**config.mk**
```make
export PLATFORM = sky130hd
export DESIGN_NAME = lat_div
export DESIGN_NICKNAME = d
export VERILOG_FILES = /design/src/rtl/lat_pkg.sv /design/src/rtl/lat_div.sv
export SDC_FILE = /design/constraint.sdc
export NUM_CORES = 1
export LEC_CHECK = 0
export ABC_AREA = 1
export BUFFER_PORTS_ARGS = -buffer_cell sky130_fd_sc_hd__buf_2
export CAP_MARGIN = 20
export CELL_PAD_IN_SITES_DETAIL_PLACEMENT = 1
export CELL_PAD_IN_SITES_GLOBAL_PLACEMENT = 1
export CORE_ASPECT_RATIO = 0.75
export CORE_MARGIN = 1.5
export CORE_UTILIZATION = 43
export DETAILED_ROUTE_END_ITERATION = 12
export PLACE_DENSITY_LB_ADDON = 0.1
export SLEW_MARGIN = 10
export SYNTH_ARGS = -nofsm -noshare
export SYNTH_HDL_FRONTEND = slang
export SYNTH_SLANG_ARGS = --single-unit
```
**constraint.sdc**
```tcl
create_clock -name clk -period 3.3 [get_ports clk]
set_input_delay 0.165 -clock clk [delete_from_list [all_inputs] [get_ports clk]]
set_output_delay 0.165 -clock clk [all_outputs]
set_load 0.03 [all_outputs]
```
**src/rtl/lat_pkg.sv**
```systemverilog
package lat_pkg;

  // Node store geometry
  localparam int NODES   = 1024;
  localparam int NODE_AW = (NODES > 1) ? $clog2(NODES) : 1;

  // Field widths
  localparam int NODE_W  = 10;
  localparam int SF_W    = 4;
  localparam int PL_W    = 8;
  localparam int AIR_W   = 26;
  localparam int NSYM_W  = 12;
  localparam int TOTAL_W = 40;
  localparam int COUNT_W = 32;

  // Divider geometry: dividend holds num + den - 1, divisor is 4 * (SF - 2 * DE)
  localparam int DVD_W     = 12;
  localparam int DSR_W     = 6;
  localparam int DIV_STEPS = DVD_W;
  localparam int DCNT_W    = $clog2(DIV_STEPS + 1);

  // Airtime datapath
  localparam int BASE_W  = 20;
  localparam int SHIFT_W = 4;
  localparam int WIDE_W  = BASE_W + 13;

  localparam logic [AIR_W-1:0]   AIR_MAX   = {AIR_W{1'b1}};
  localparam logic [TOTAL_W-1:0] TOTAL_MAX = {TOTAL_W{1'b1}};
  localparam logic [COUNT_W-1:0] COUNT_MAX = {COUNT_W{1'b1}};

  // Spreading factor and coding rate limits
  localparam logic [SF_W-1:0] SF_MIN = 4'd6;
  localparam logic [SF_W-1:0] SF_MAX = 4'd12;
  localparam logic [SF_W-1:0] SF_LDRO = 4'd11;
  localparam logic [2:0]      CR_MIN = 3'd1;
  localparam logic [2:0]      CR_MAX = 3'd4;
  localparam logic [1:0]      BW_125 = 2'd0;
  localparam logic [1:0]      BW_500 = 2'd2;

  // Configuration register indexes
  localparam int CFG_IDX_W = 3;
  localparam int CFG_DAT_W = 16;
  localparam logic [CFG_IDX_W-1:0] CFG_BANDWIDTH = 3'd0;
  localparam logic [CFG_IDX_W-1:0] CFG_CODING    = 3'd1;
  localparam logic [CFG_IDX_W-1:0] CFG_PREAMBLE  = 3'd2;
  localparam logic [CFG_IDX_W-1:0] CFG_CRC       = 3'd3;
  localparam logic [CFG_IDX_W-1:0] CFG_IMPLICIT  = 3'd4;

  typedef enum logic [2:0] {
    ST_IDLE,
    ST_DIV,
    ST_SYM,
    ST_AIR,
    ST_ACC
  } lat_state_t;

  typedef struct packed {
    logic              start;
    logic [DVD_W-1:0]  dividend;
    logic [DSR_W-1:0]  divisor;
  } div_req_t;

  typedef struct packed {
    logic              done;
    logic [DVD_W-1:0]  quotient;
  } div_rsp_t;

  typedef struct packed {
    logic [TOTAL_W-1:0] total;
    logic [COUNT_W-1:0] count;
  } node_rec_t;

  typedef struct packed {
    logic               rd_en;
    logic               wr_en;
    logic [NODE_AW-1:0] addr;
    node_rec_t          wr_data;
  } store_req_t;

endpackage

```
**src/rtl/lat_div.sv**
```systemverilog
module lat_div
  import lat_pkg::*;
(
  input  logic     clk,
  input  logic     rst_n,
  input  div_req_t req,
  output div_rsp_t rsp
);

  logic [DVD_W-1:0]  dvd_r, dvd_nxt;
  logic [DSR_W-1:0]  rem_r, rem_nxt;
  logic [DSR_W-1:0]  dsr_r, dsr_nxt;
  logic [DCNT_W-1:0] cnt_r, cnt_nxt;
  logic              busy_r, busy_nxt;
  logic              done_r, done_nxt;
  logic [DSR_W:0]    trial;
  logic              fits;

  // One restoring step a cycle: bring down a dividend bit, compare, subtract
  always_comb begin
    trial    = {rem_r, dvd_r[DVD_W-1]};
    fits     = (trial >= {1'b0, dsr_r});
    dvd_nxt  = dvd_r;
    rem_nxt  = rem_r;
    dsr_nxt  = dsr_r;
    cnt_nxt  = cnt_r;
    busy_nxt = busy_r;
    done_nxt = 1'b0;
    if (req.start) begin
      dvd_nxt  = req.dividend;
      dsr_nxt  = req.divisor;
      rem_nxt  = '0;
      cnt_nxt  = '0;
      busy_nxt = 1'b1;
    end else if (busy_r) begin
      rem_nxt = fits ? DSR_W'(trial - {1'b0, dsr_r}) : trial[DSR_W-1:0];
      dvd_nxt = {dvd_r[DVD_W-2:0], fits};
      cnt_nxt = cnt_r + 1'b1;
      if (cnt_r == DCNT_W'(DIV_STEPS - 1)) begin
        busy_nxt = 1'b0;
        done_nxt = 1'b1;
      end
    end
  end

  always_ff @(posedge clk) begin
    dvd_r <= dvd_nxt;
    rem_r <= rem_nxt;
    dsr_r <= dsr_nxt;
    cnt_r <= cnt_nxt;
    if (!rst_n) begin
      busy_r <= 1'b0;
      done_r <= 1'b0;
    end else begin
      busy_r <= busy_nxt;
      done_r <= done_nxt;
    end
  end

  assign rsp.done     = done_r;
  assign rsp.quotient = dvd_r;

endmodule

```
After elaboration in Yosys (flattened, before gate mapping)
Cells that the tools add are included.
{ "word_totals": {"output_inout_bits": 13, "reg_bits": 30, "in_bits": 21, "wordCells": 21} }
{ "op_classes": {"add_sub_neg": 2, "mux": 7, "bitwise_logic": 2, "n_reduce_logical": 2, "order_cmp": 1, "eq_ne": 1} }
{ "ops": {"columns": ["op", "count"], "rows": [
  ["12-bit 2-to-1 mux", 2],
  ["7-bit by 6-bit >= comparator with 1-bit output", 1],
  ["6-bit 2-to-1 mux", 1],
  ["6-bit subtractor", 1],
  ["4-bit by 1-bit adder with 4-bit output, second input constant", 1],
  ["4-bit equality test, second input constant", 1],
  ["1-bit 2-to-1 mux", 4],
  ["3-bit OR reduction", 1],
  ["1-bit NOT", 2],
  ["2-bit nonzero test", 1]
]} }

Depth between registers and ports, before layout
Gate-level depths: netlist of the first run.
{ "logic_depth": {"word_depth": 4, "mapped_depth": 11, "mapped_depth_nobuf": 11} }

Worst setup path after synthesis of the first run
Ideal clock, no wire load.
{ "synth_path": {"path_type": "register to register", "from": "register dvd_r[11]", "to": "register rem_r[4]", "arrival_ps": 1636, "path_slack_ps": 1551, "period_less_slack_ps": 1749, "required_time_ps": 3187, "setup_ps": 113, "path_buffers": 0, "path_stages_with_launch": 9, "cell_sequence": "edfxtp_1 > inv_1 > ha_1 > fa_1 > nand3b_1 > nand4_1 > nand3_1 > nand3_1 > nand2_1"} }
{ "synth_via": {"elab_chain_len": 2, "word_cells_on_any_way": 3, "classes_between": "add/sub (1); order compare (1); mux (1)"} }
{ "synth_rtl": {"columns": ["item", "line", "rtl"], "rows": [
  ["from (decl)", "lat_div.sv:10", "logic [DVD_W-1:0] dvd_r, dvd_nxt;"],
  ["from (signal assigned)", "lat_div.sv:47", "dvd_r <= dvd_nxt;"],
  ["6-bit subtractor or 7-bit by 6-bit >= comparator with 1-bit output (tied branches)", "lat_div.sv:36, lat_div.sv:22", null],
  ["6-bit 2-to-1 mux (*)", "lat_div.sv:36", "rem_nxt = fits ? DSR_W'(trial - {1'b0, dsr_r}) : trial[DSR_W-1:0];"],
  ["to (signal assigned)", "lat_div.sv:48", "rem_r <= rem_nxt;"],
  ["to (decl)", "lat_div.sv:11", "logic [DSR_W-1:0] rem_r, rem_nxt;"]
]} }
Mark *: on every way between the ends. The rest lies on a longest branch, timed or not.
A chain may end at the register's enable or synchronous reset.

Final worst setup path of the first run
{ "layout_path": {"from": "register dsr_r[4]", "to": "register rem_r[4]"} }
{ "layout_via": {"elab_chain_len": 2, "word_cells_on_any_way": 3, "classes_between": "add/sub (1); order compare (1); mux (1)"} }
{ "layout_rtl": {"columns": ["item", "line", "rtl"], "rows": [
  ["from (decl)", "lat_div.sv:12", "logic [DSR_W-1:0] dsr_r, dsr_nxt;"],
  ["from (signal assigned)", "lat_div.sv:49", "dsr_r <= dsr_nxt;"],
  ["6-bit subtractor or 7-bit by 6-bit >= comparator with 1-bit output (tied branches)", "lat_div.sv:36, lat_div.sv:22", null],
  ["6-bit 2-to-1 mux (*)", "lat_div.sv:36", null]
]} }
Marked as above.

==> results of run 1 <==
## sequential cells by signal, indices dropped and copies added, names as in the netlist
register / flops
busy_r: 1
cnt_r: 4
done_r: 1
dsr_r: 6
dvd_r: 12
rem_r: 6
## layout make-up
class,count,area (um^2),share of cell area (%)
clock buffers,7,86.33,4.510
clock inverters,1,30.03,1.569
inverters,27,101.3,5.294
multi-input cells,124,688.2,35.95
flip-flops and latches,30,780.7,40.78
well taps,50,62.56,3.268
repair buffers,33,165.2,8.627
## kinds of logic after synthesis
family,after synthesis
XOR/XNOR,2
AO/OA/AOI/OAI,9
AND/OR/NAND/NOR,104
buffers and inverters,31
adder cells (fa/ha/maj),9
flip-flops,30
## metrics by stage
step / power, mW / setup slack, ns
after floorplan: 0.6302 / 1.551
after global placement: 0.6872 / 1.628
after detailed placement: 0.6989 / 1.588
after CTS: 1.084 / 1.491
after global routing: 1.131 / 1.344
final: 1.073 / 1.468
## placed cells by master (no fill, tap or decap), types with 2 or more instances in the layout
master    synthesis  final
nand3b_1          3      3
nor3_1            4      4
nand2_1          64     64
nor2_2            2      2
nand4_1           2      2
nor2_1            4      4
inv_2             4      4
dfxtp_1          12     12
nand3_1          15     15
nand2_4           2      2
a21oi_1           5      5
inv_1            23     23
clkbuf_8          0      6
nand2_2           3      3
buf_2             1     33
ha_1              8      8
edfxtp_1         18     18
## metal layers
layer  global-route usage, %  vias up  wire [um]
met1                   27.94      637       1843
li1                        -      663          -
met4                   6.739        0         48
met3                   5.435        6        116
met2                   35.84       26       1969
met5                       0        -          0
## report_power, final
group | total [mW] | internal (mW) | switching [mW]
clock network | 0.379 | 0.246 | 0.133
registers | 0.455 | 0.435 | 0.0207
logic | 0.239 | 0.0809 | 0.158
total | 1.07 | 0.761 | 0.312
## how the worst max path moves through the flow
stage,depth (start not counted),startpoint,to,slack (ns)
global route,10,dsr_r[4],rem_r[4],1.34
finish,10,dsr_r[4],rem_r[4],1.47
detailed placement,8,dsr_r[5],rem_r[1],1.59
global placement,8,dvd_r[11],rem_r[4],1.63
CTS,8,dsr_r[5],rem_r[4],1.49
floorplan,8,dvd_r[11],rem_r[4],1.55
## worst register-to-register path, cell delays in order, from the launching register on
cell	delay, ns
edfxtp_1	0.37
inv_1	0.07
ha_1	0.26
nand2_1	0.08
nand2_1	0.09
nand2_1	0.08
nand2_1	0.07
a21oi_2	0.30
nand3_1	0.15
nand3_1	0.16
nand2_1	0.08
==> metrics, run 1 <==
final core utilization=between 50% and 60%; crit end category=flip-flop; antenna violations before repair=0; multiplexer share of the synthesized area=0%; HP Class=primary input to flip-flop; Worst Path Class, Setup=flip-flop to flip-flop; final cell count without fillers=about 270; Worst-Margin Slew=roughly 0.48 ns; Hold Path Depth=1; htree depth=2; maxcap violations=0; largest family of logic cells by synthesized area=simple AND/OR/NAND/NOR gates; unrepaired setup endpoints after global routing=false; routed via count=~1300; row count=18; Die W=about 73 um; DRC viols=0; Synth top area share=between 30 and 40%; fraction of the cycle the final worst path needs=between 50% and 60%; total core area=roughly 3400 um^2; Gates resized, CTS repair=0; Hold Startpoint=req[3]; Overflow after GRT=0; placed cell area=approximately 1800 um^2; R2R Setup Slk=around 1.5 ns; Worst Setup Start Kind=flip-flop; final setup vio count=0; DR iter-0 viols=just under 50; Final Hold Violating Endpoints=0; global-route wire length before repair=between 6000 and 7000 um; share of cells above drive strength 1=24.77%; Compound-Gate Fraction of Synth Area=3.145%; drt total wl=between 3000 and 4000 um; fin. max-slew vios=0; Hold Crit Endpoint=dsr_r[3]; final instance area=1914 um^2; FF-to-FF Start=dsr_r[4]; Final Skew=a little over 0.008 ns; CTS buffer count=5; Mapped Avg Cell Area=around 8.6 um^2; setup TNS=0 ns; Worst-path clk slew=around 0.07 ns; most numerous cell in the Yosys netlist=nand2_1; die height=about 56 um; Skew-Pair Late Insertion Delay=0.28 ns; worst reg2reg path depth=10; top cells by count, synth=nand2_1, inv_1, edfxtp_1, nand3_1, dfxtp_1; FF+latch count, synth=30; critical path data required time=between 3 and 4 ns; Fillers=415; capturing point of the worst reg2reg path=rem_r[4]; Yosys top cell by area=edfxtp_1; Slowest-stage cell, CP=edfxtp_1; Syn Inst Count=approximately 190; fmax=0.5459 GHz; CP peak stage delay=about 0.37 ns; # IOs=34; simple-gate share of the synthesized area=31.45%; total die area=~4100 um^2; Post-synth EDFFs=18; Post-DP HPWL=around 3000 um; routed wire length per instance=between 10 and 15 um; CTS root buffer=clkbuf_8; critical path's top delay family=simple AND/OR/NAND/NOR gates; CTS tree=done; minimum clock period=about 1.8 ns; post-synthesis net count=between 200 and 250; Clock Sinks=30; Antenna Violating Nets Remaining=0; synth unique cells=31; fin nets=roughly 250; Initial Utilization=a little under half; Post-Synth Adder-Cell Area=under 10%; IO buf count=33; VDD IR max=roughly 0.35 mV; DR pass1 iterations=4; Worst EP arrival=1.99 ns; post-synthesis xor/xnor area fraction=1.101%; synthesized cell area=between 1500 and 2000 um^2; Cell Pwr Density=about 560 nW/um^2; largest net degree at the start of global routing=23; P_leak=approximately 0.96 nW; Antenna Cells=0; hold_buf cts=0; Hold WS=about 0.059 ns; top cells by area, synth=edfxtp_1, dfxtp_1, nand2_1; Yosys warning total=0; final RePlAce weighted congestion=between 0.8 and 0.9; worst-path cell chain=inv_1 -> ha_1 -> nand2_1 -> nand2_1 -> nand2_1 -> nand2_1 -> a21oi_2 -> nand3_1 -> nand3_1 -> nand2_1; Post-synth ARST share=0%; worst-case clock buffer depth=2; number of global-route vias before repair=roughly 1500; Slew Limit Headroom=between 60% and 70%; Post-synth top flop=edfxtp_1; P&R area growth vs syn=20.28%; setup bufs post-CTS=0; gr usage total=21.78%; Seq/Total Area, Yosys=49.06%; worst-path maximum fanout=7; CP most frequent cell=nand2_1; WP buf/inv=1; placed insts=between 200 and 300; outcome=finished clean; Via density=4.897
Power figures use the tool's default switching activity.
==> inputs of run 2 (changes only) <==
--- a/config.mk
+++ b/config.mk
@@ -5,14 +5,14 @@
 export SDC_FILE = /design/constraint.sdc
 export NUM_CORES = 1
 export LEC_CHECK = 0
-export ABC_AREA = 1
+export ABC_AREA = 0
 export BUFFER_PORTS_ARGS = -buffer_cell sky130_fd_sc_hd__buf_2
 export CAP_MARGIN = 20
 export CELL_PAD_IN_SITES_DETAIL_PLACEMENT = 1
 export CELL_PAD_IN_SITES_GLOBAL_PLACEMENT = 1
 export CORE_ASPECT_RATIO = 0.75
 export CORE_MARGIN = 1.5
-export CORE_UTILIZATION = 43
+export CORE_UTILIZATION = 42
 export DETAILED_ROUTE_END_ITERATION = 12
 export PLACE_DENSITY_LB_ADDON = 0.1
 export SLEW_MARGIN = 10
==> constraint.sdc (replaced) <==
create_clock -name clk -period 1.85 [get_ports clk]
set_input_delay 0.0925 -clock clk [delete_from_list [all_inputs] [get_ports clk]]
set_output_delay 0.0925 -clock clk [all_outputs]
set_load 0.03 [all_outputs]
==> run 2 against run 1 <==
The run now ends with negative setup slack left. Power is 81% higher. Register-to-register slack worse by 1.5 ns. Hold slack better by 0.0096 ns. Die area is 1.8% lower. Wire length is 7.8% lower. Largest power group unchanged.
==> metrics, run 2 <==
Yosys top cell by area=edfxtp_1; final setup vio count=7 (+7); htree depth=2 (unchanged); P_leak=0.8848 nW (-7.6%); unrepaired setup endpoints after global routing=true; Final WS setup=-0.08115 ns (-1.549 ns); Final Hold Violating Endpoints=0 (unchanged); routed via count=1165 (-13%); Worst Path Class, Setup=flip-flop to flip-flop; Top reg by flops=dvd_r; failing checks=negative setup slack; Synth top area share=35.44% (+1.5 points); die height=55.19 um (-0.89%); # IOs=34 (unchanged); Mapped Avg Cell Area=11.73 um^2 (+36%); DRC viols=0 (unchanged); IO buf count=33 (unchanged); Die W=72.59 um (-0.91%); worst-case clock buffer depth=2 (unchanged); Post-synth EDFFs=18 (unchanged); commonest non-fill, non-tap cell in the layout=buf_2; placed cell area=1838 um^2 (+2.2%); max reg flops=12 (unchanged); crit end category=flip-flop; gr usage total=21.31% (-0.47 points); synth unique cells=37 (+19%); FF+latch count, synth=30 (unchanged); Via density=5.178 (+5.7%); largest net degree at the start of global routing=24 (+4.3%); worst-path maximum fanout=6 (-1); total die area=4006 um^2 (-1.8%); total core area=3378 um^2 (-0.66%); Worst Setup Start Kind=flip-flop; Slew Limit Headroom=69.28% (+1.2 points); most frequent cells in the layout=buf_2, edfxtp_1, nor2_1; VDD IR max=0.5463 mV (+54%); Post-synth top flop=edfxtp_1; Initial Utilization=45.15% (-1.7 points); CTS root buffer=clkbuf_8; post-synthesis net count=160 (-26%); DR iter-0 viols=30 (-39%); drt total wl=3668 um (-7.8%); CTS tree=done; synthesized cell area=1525 um^2 (-4.2%); met3 Usage GRT=7.971% (+2.5 points); Worst-path clk slew=0.07 ns (about the same); top cells by count, synth=edfxtp_1, nor2_1, mux2_2, dfxtp_1, inv_1; Seq/Total Area, Yosys=51.19% (+2.1 points); Syn Inst Count=130 (-30%); critical path data required time=2.07 ns (-1.38 ns); share of cells above drive strength 1=44.86% (+20 points); Cell Pwr Density=946.7 nW/um^2 (+69%); Antenna Violating Nets Remaining=0 (unchanged); fraction of the cycle the final worst path needs=104.4% (+49 points); fin nets=214 (-15%); Worst EP arrival=2.15 ns (+0.16 ns); antenna violations before repair=0 (unchanged); Yosys warning total=0 (unchanged); Final Skew=0.008074 ns (-0.0001439 ns); setup TNS=-0.3795 ns (-0.3795 ns); gr busiest metal=met2; top cells by area, synth=edfxtp_1, dfxtp_1, mux2_2; HP Class=primary input to flip-flop; minimum clock period=1.931 ns (+0.09941 ns); met2 GRT Util=37.16% (+1.3 points); final instance area=2047 um^2 (+6.9%); most numerous cell in the Yosys netlist=edfxtp_1; DR pass1 iterations=4 (unchanged); fin. max-slew vios=0 (unchanged); outcome=complete, but fails checks; Worst-Margin Slew=0.4607 ns (-0.01731 ns); Clock Sinks=30 (unchanged); global-route wire length before repair=5789 um (-14%); Post-DP HPWL=2601 um (-13%); maxcap violations=0 (unchanged); routed wire length per instance=16.30 um (+11%); Overflow after GRT=0 (unchanged); row count=18 (unchanged); final RePlAce weighted congestion=0.7505 (-10%); Antenna Cells=0 (unchanged); M1 GR Usage=23.02% (-4.9 points); number of global-route vias before repair=1186 (-19%); Skew-Pair Late Insertion Delay=0.29 ns (about the same); pre-CTS WS=-0.1680 ns (-1.756 ns); fmax=0.5178 GHz (-5.1%); CTS buffer count=5 (unchanged); Post-synth ARST share=0% (unchanged); P&R area growth vs syn=34.21%; largest registers=dvd_r (12), dsr_r (6), rem_r (6)
[run 2: layer usage]
layer / share of wire, % / wire length [um]
met5: 0 / 0
met3: 5.8 / 213
met4: 1.4 / 50
met1: 44 / 1616
met2: 49 / 1787
[run 2: area by class of cell]
| type | count | area [um^2] |
|---|---|---|
| Fill cell | 363 | 1331 |
| Sequential cell | 30 | 780.7 |
| Multi-Input combinational cell | 84 | 740.7 |
| Timing Repair Buffer | 54 | 341.6 |
| Clock buffer | 7 | 96.34 |
| Tap cell | 40 | 50.05 |
| Inverter | 9 | 33.78 |
| Clock inverter | 1 | 3.754 |
[run 2: power breakdown]
group | internal, mW | leakage, nW | switching, mW | total (mW)
Combinational | 0.254 | 0.555 | 0.274 | 0.528
Sequential | 0.778 | 0.278 | 0.0417 | 0.820
Clock | 0.334 | 0.0519 | 0.256 | 0.590
[run 2: stage by stage]
step / cells / hold slack [ns] / total power [mW] / util [%]
floorplan: 130 / 0.1914 / 1.144 / -
global placement: 210 / 0.2697 / 1.280 / 54.41
detailed placement: 210 / 0.2712 / 1.307 / 54.41
CTS: 225 / 0.06606 / 1.947 / 60.59
global route: 225 / 0.06850 / 2.027 / 60.59
finish: 225 / 0.06906 / 1.938 / 60.59
[run 2: kinds of logic (layout without fill, tap and decap cells)]
logic type	Yosys count	in the layout	share of synthesized area [%]
fa+ha+maj	9	9	7.876
xor+xnor	6	6	3.445
buf+inv	16	71	4.757
compound gates	19	19	8.450
flops	30	30	51.19
mux	18	18	13.21
simple gates	32	32	11.07
[run 2: final timing paths]
kind / cells past startpoint / startpoint / slack (ns) / to
worst max-delay path: 6 / dsr_r[0] / -0.08 / rem_r[0]
worst min-delay path: 2 / rst_n / 0.07 / busy_r
worst max register to register: 6 / dsr_r[0] / -0.08 / rem_r[0]
worst min register to register: 2 / cnt_r[3] / 0.51 / done_r
[run 2: critical path: stages, from the launching register on]
cell and delay, ns:
edfxtp_1 0.45, ha_4 0.30, and2b_2 0.22, o21ai_2 0.14
a41o_4 0.26, mux2_4 0.32, a211oi_2 0.16
[run 2: what timing repair did]
action | in CTS | in global routing
gates resized for setup | 9 | 1
setup buffers | 1 | 0
hold endpoints to repair | 6 | 0
pin swaps | 9 | 2
hold buffers | 6 | 0
setup endpoints to repair | 7 | 7
==> inputs of run 3 (changes only) <==
--- a/config.mk
+++ b/config.mk
@@ -15,6 +15,8 @@
 export CORE_UTILIZATION = 42
 export DETAILED_ROUTE_END_ITERATION = 12
 export PLACE_DENSITY_LB_ADDON = 0.1
+export SETUP_SLACK_MARGIN = 0.4
+export SKIP_LAST_GASP = 1
 export SLEW_MARGIN = 10
 export SYNTH_ARGS = -nofsm -noshare
 export SYNTH_HDL_FRONTEND = slang
==> run 3 against run 2 <==
The flow still finishes with violations (negative setup slack). Via count grew 1.5%. Sequential share of layout area shrank 1.2 points. Power grew 2.6%. Register-to-register slack lost 0.02 ns. Global-route usage grew 0.21 points.
==> metrics, run 3 (same netlist as run 2, synthesis figures left out) <==
gr usage total=21.52% (+0.21 points); routed wire length per instance=16.75 um (+2.8%); WP buf/inv=1 (+1); FF-to-FF Start=dsr_r[0]; placed cell area=1868 um^2 (+1.6%); Final WS setup=-0.1050 ns (-0.02389 ns); R2R Setup Slk=-0.11 ns (-0.02 ns); final instance area=2115 um^2 (+3.3%); share of cells above drive strength 1=49.47% (+4.6 points); final RePlAce weighted congestion=0.8196 (+9.2%); worst-case clock buffer depth=2 (unchanged); VDD IR max=0.5395 mV (-1.2%); antenna violations before repair=0 (unchanged); CTS buffer count=5 (unchanged); Clock Sinks=30 (unchanged); die height=55.19 um (unchanged); number of global-route vias before repair=1262 (+6.4%); global-route wire length before repair=5968 um (+3.1%); Levels on crit path=7 (+1); Die W=72.59 um (unchanged); Worst EP arrival=2.12 ns (-0.03 ns); largest net degree at the start of global routing=13 (-46%); fin nets=219 (+2.3%); CTS tree=done; commonest non-fill, non-tap cell in the layout=buf_2; worst-path maximum fanout=6 (unchanged); failing checks=negative setup slack; IO buf count=33 (unchanged); crit path capture=rem_r[1]; PnR Total Power=1.988 mW (+2.6%); final core utilization=62.59% (+2.0 points); placed insts=214 (+1.9%); row count=18 (unchanged); Slowest-stage cell, CP=edfxtp_1; worst reg2reg path depth=7 (+1); Hold WS=0.04292 ns (-0.02615 ns); routed via count=1182 (+1.5%); fraction of the cycle the final worst path needs=105.7% (+1.3 points); Top reg by flops=dvd_r; DR iter-0 viols=30 (unchanged); worst-path cell chain=ha_4 -> and2b_2 -> o21ai_2 -> a41o_4 -> buf_6 -> nor3_2 -> or3_1; pre-CTS WS=-0.1971 ns (-0.02906 ns); htree depth=2 (unchanged); total core area=3378 um^2 (unchanged); Final Skew=0.004619 ns (-0.003455 ns); Overflow after GRT=0 (unchanged); Worst Setup Start Kind=flip-flop; drt total wl=3853 um (+5.0%); final setup vio count=7 (unchanged); Antenna Violating Nets Remaining=0 (unchanged); max reg flops=12 (unchanged); outcome=complete, but fails checks; fin. max-slew vios=0 (unchanged); P_leak=0.9138 nW (+3.3%); CTS root buffer=clkbuf_8; largest registers=dvd_r (12), dsr_r (6), rem_r (6); CP peak stage delay=0.44 ns (about the same); Worst Path Class, Setup=flip-flop to flip-flop; critical path's top delay family=simple AND/OR/NAND/NOR gates; Final Hold Violating Endpoints=0 (unchanged); P&R area growth vs syn=38.64%; Worst-path clk slew=0.07 ns (about the same); Initial Utilization=45.15% (unchanged); Skew-Pair Late Insertion Delay=0.29 ns (about the same); final cell count without fillers=230 (+2.2%); most frequent cells in the layout=buf_2, edfxtp_1, buf_4; HP Class=primary input to flip-flop; Antenna Cells=0 (unchanged); Via density=5.139 (-0.75%); capturing point of the worst reg2reg path=rem_r[1]; crit end category=flip-flop; DRC viols=0 (unchanged); DR pass1 iterations=4 (unchanged); minimum clock period=1.955 ns (+0.02389 ns); unrepaired setup endpoints after global routing=true; setup TNS=-0.3719 ns (+0.007615 ns); maxcap violations=0 (unchanged); critical path data required time=2.02 ns (-0.05 ns); total die area=4006 um^2 (unchanged); Slew Limit Headroom=73.50% (+4.2 points); Worst-Margin Slew=0.3970 ns (-0.06373 ns); Post-DP HPWL=2786 um (+7.1%); # IOs=34 (unchanged); fmax=0.5115 GHz (-1.2%); CP startpoint=dsr_r[0]; Cell Pwr Density=940.4 nW/um^2 (-0.67%)
[run 3: changes by cell type in the layout (fill, tap and decap cells not counted)]
cell and delta:
a211oi_1 -2, a211oi_2 +2, buf_4 +4, buf_6 +1, mux2i_1 -2, mux2i_2 +2, nor3_1 -1, nor3_2 +1
o21ai_1 -1, o21ai_2 +1
[run 3: layout make-up]
class,count,area (um^2)
fillers,362,1264
multi-input cells,84,767.0
clock inverters,1,3.754
repair buffers,59,382.9
flip-flops and latches,30,780.7
clock buffers,7,96.34
inverters,9,33.78
well taps,40,50.05
[run 3: report_power, final]
group | switching (mW) | internal (mW)
logic | 0.294 | 0.280
registers | 0.0428 | 0.778
clock network | 0.260 | 0.334
[run 3: worst register-to-register path: cells and delay by family (launching register included)]
family | cells | cell delay, ns
AND/OR/NAND/NOR | 3 | 0.60
buffers and inverters | 1 | 0.11
AO/OA/AOI/OAI | 2 | 0.39
adder cells (fa/ha/maj) | 1 | 0.30
flip-flops | 1 | 0.44
[run 3: per-layer routing]
metal  vias to the layer above  GRT usage, %  part of all wire (%)
li1                        576             -                     -
met1                       566         24.61                    42
met2                        33         38.84                    51
met3                         7         6.341                   5.9
met4                         0         8.491                   1.6
met5                         -             0                     0
[run 3: worst min path at each step]
stage / start / to / cells after the start
floorplan: req[0] / dsr_r[0] / 0
global placement: req[3] / dsr_r[3] / 1
detailed placement: req[2] / dsr_r[2] / 1
CTS: rst_n / busy_r / 2
global route: rst_n / busy_r / 2
finish: rst_n / busy_r / 2
[run 3: what timing repair did]
action                                  CTS  global route
buffers inserted                          1             1
hold endpoints to repair                  6             0
endpoints found under the setup margin    7             7
gates resized for setup                  13             4
pin swaps                                 8             2
hold buffers                              6             0
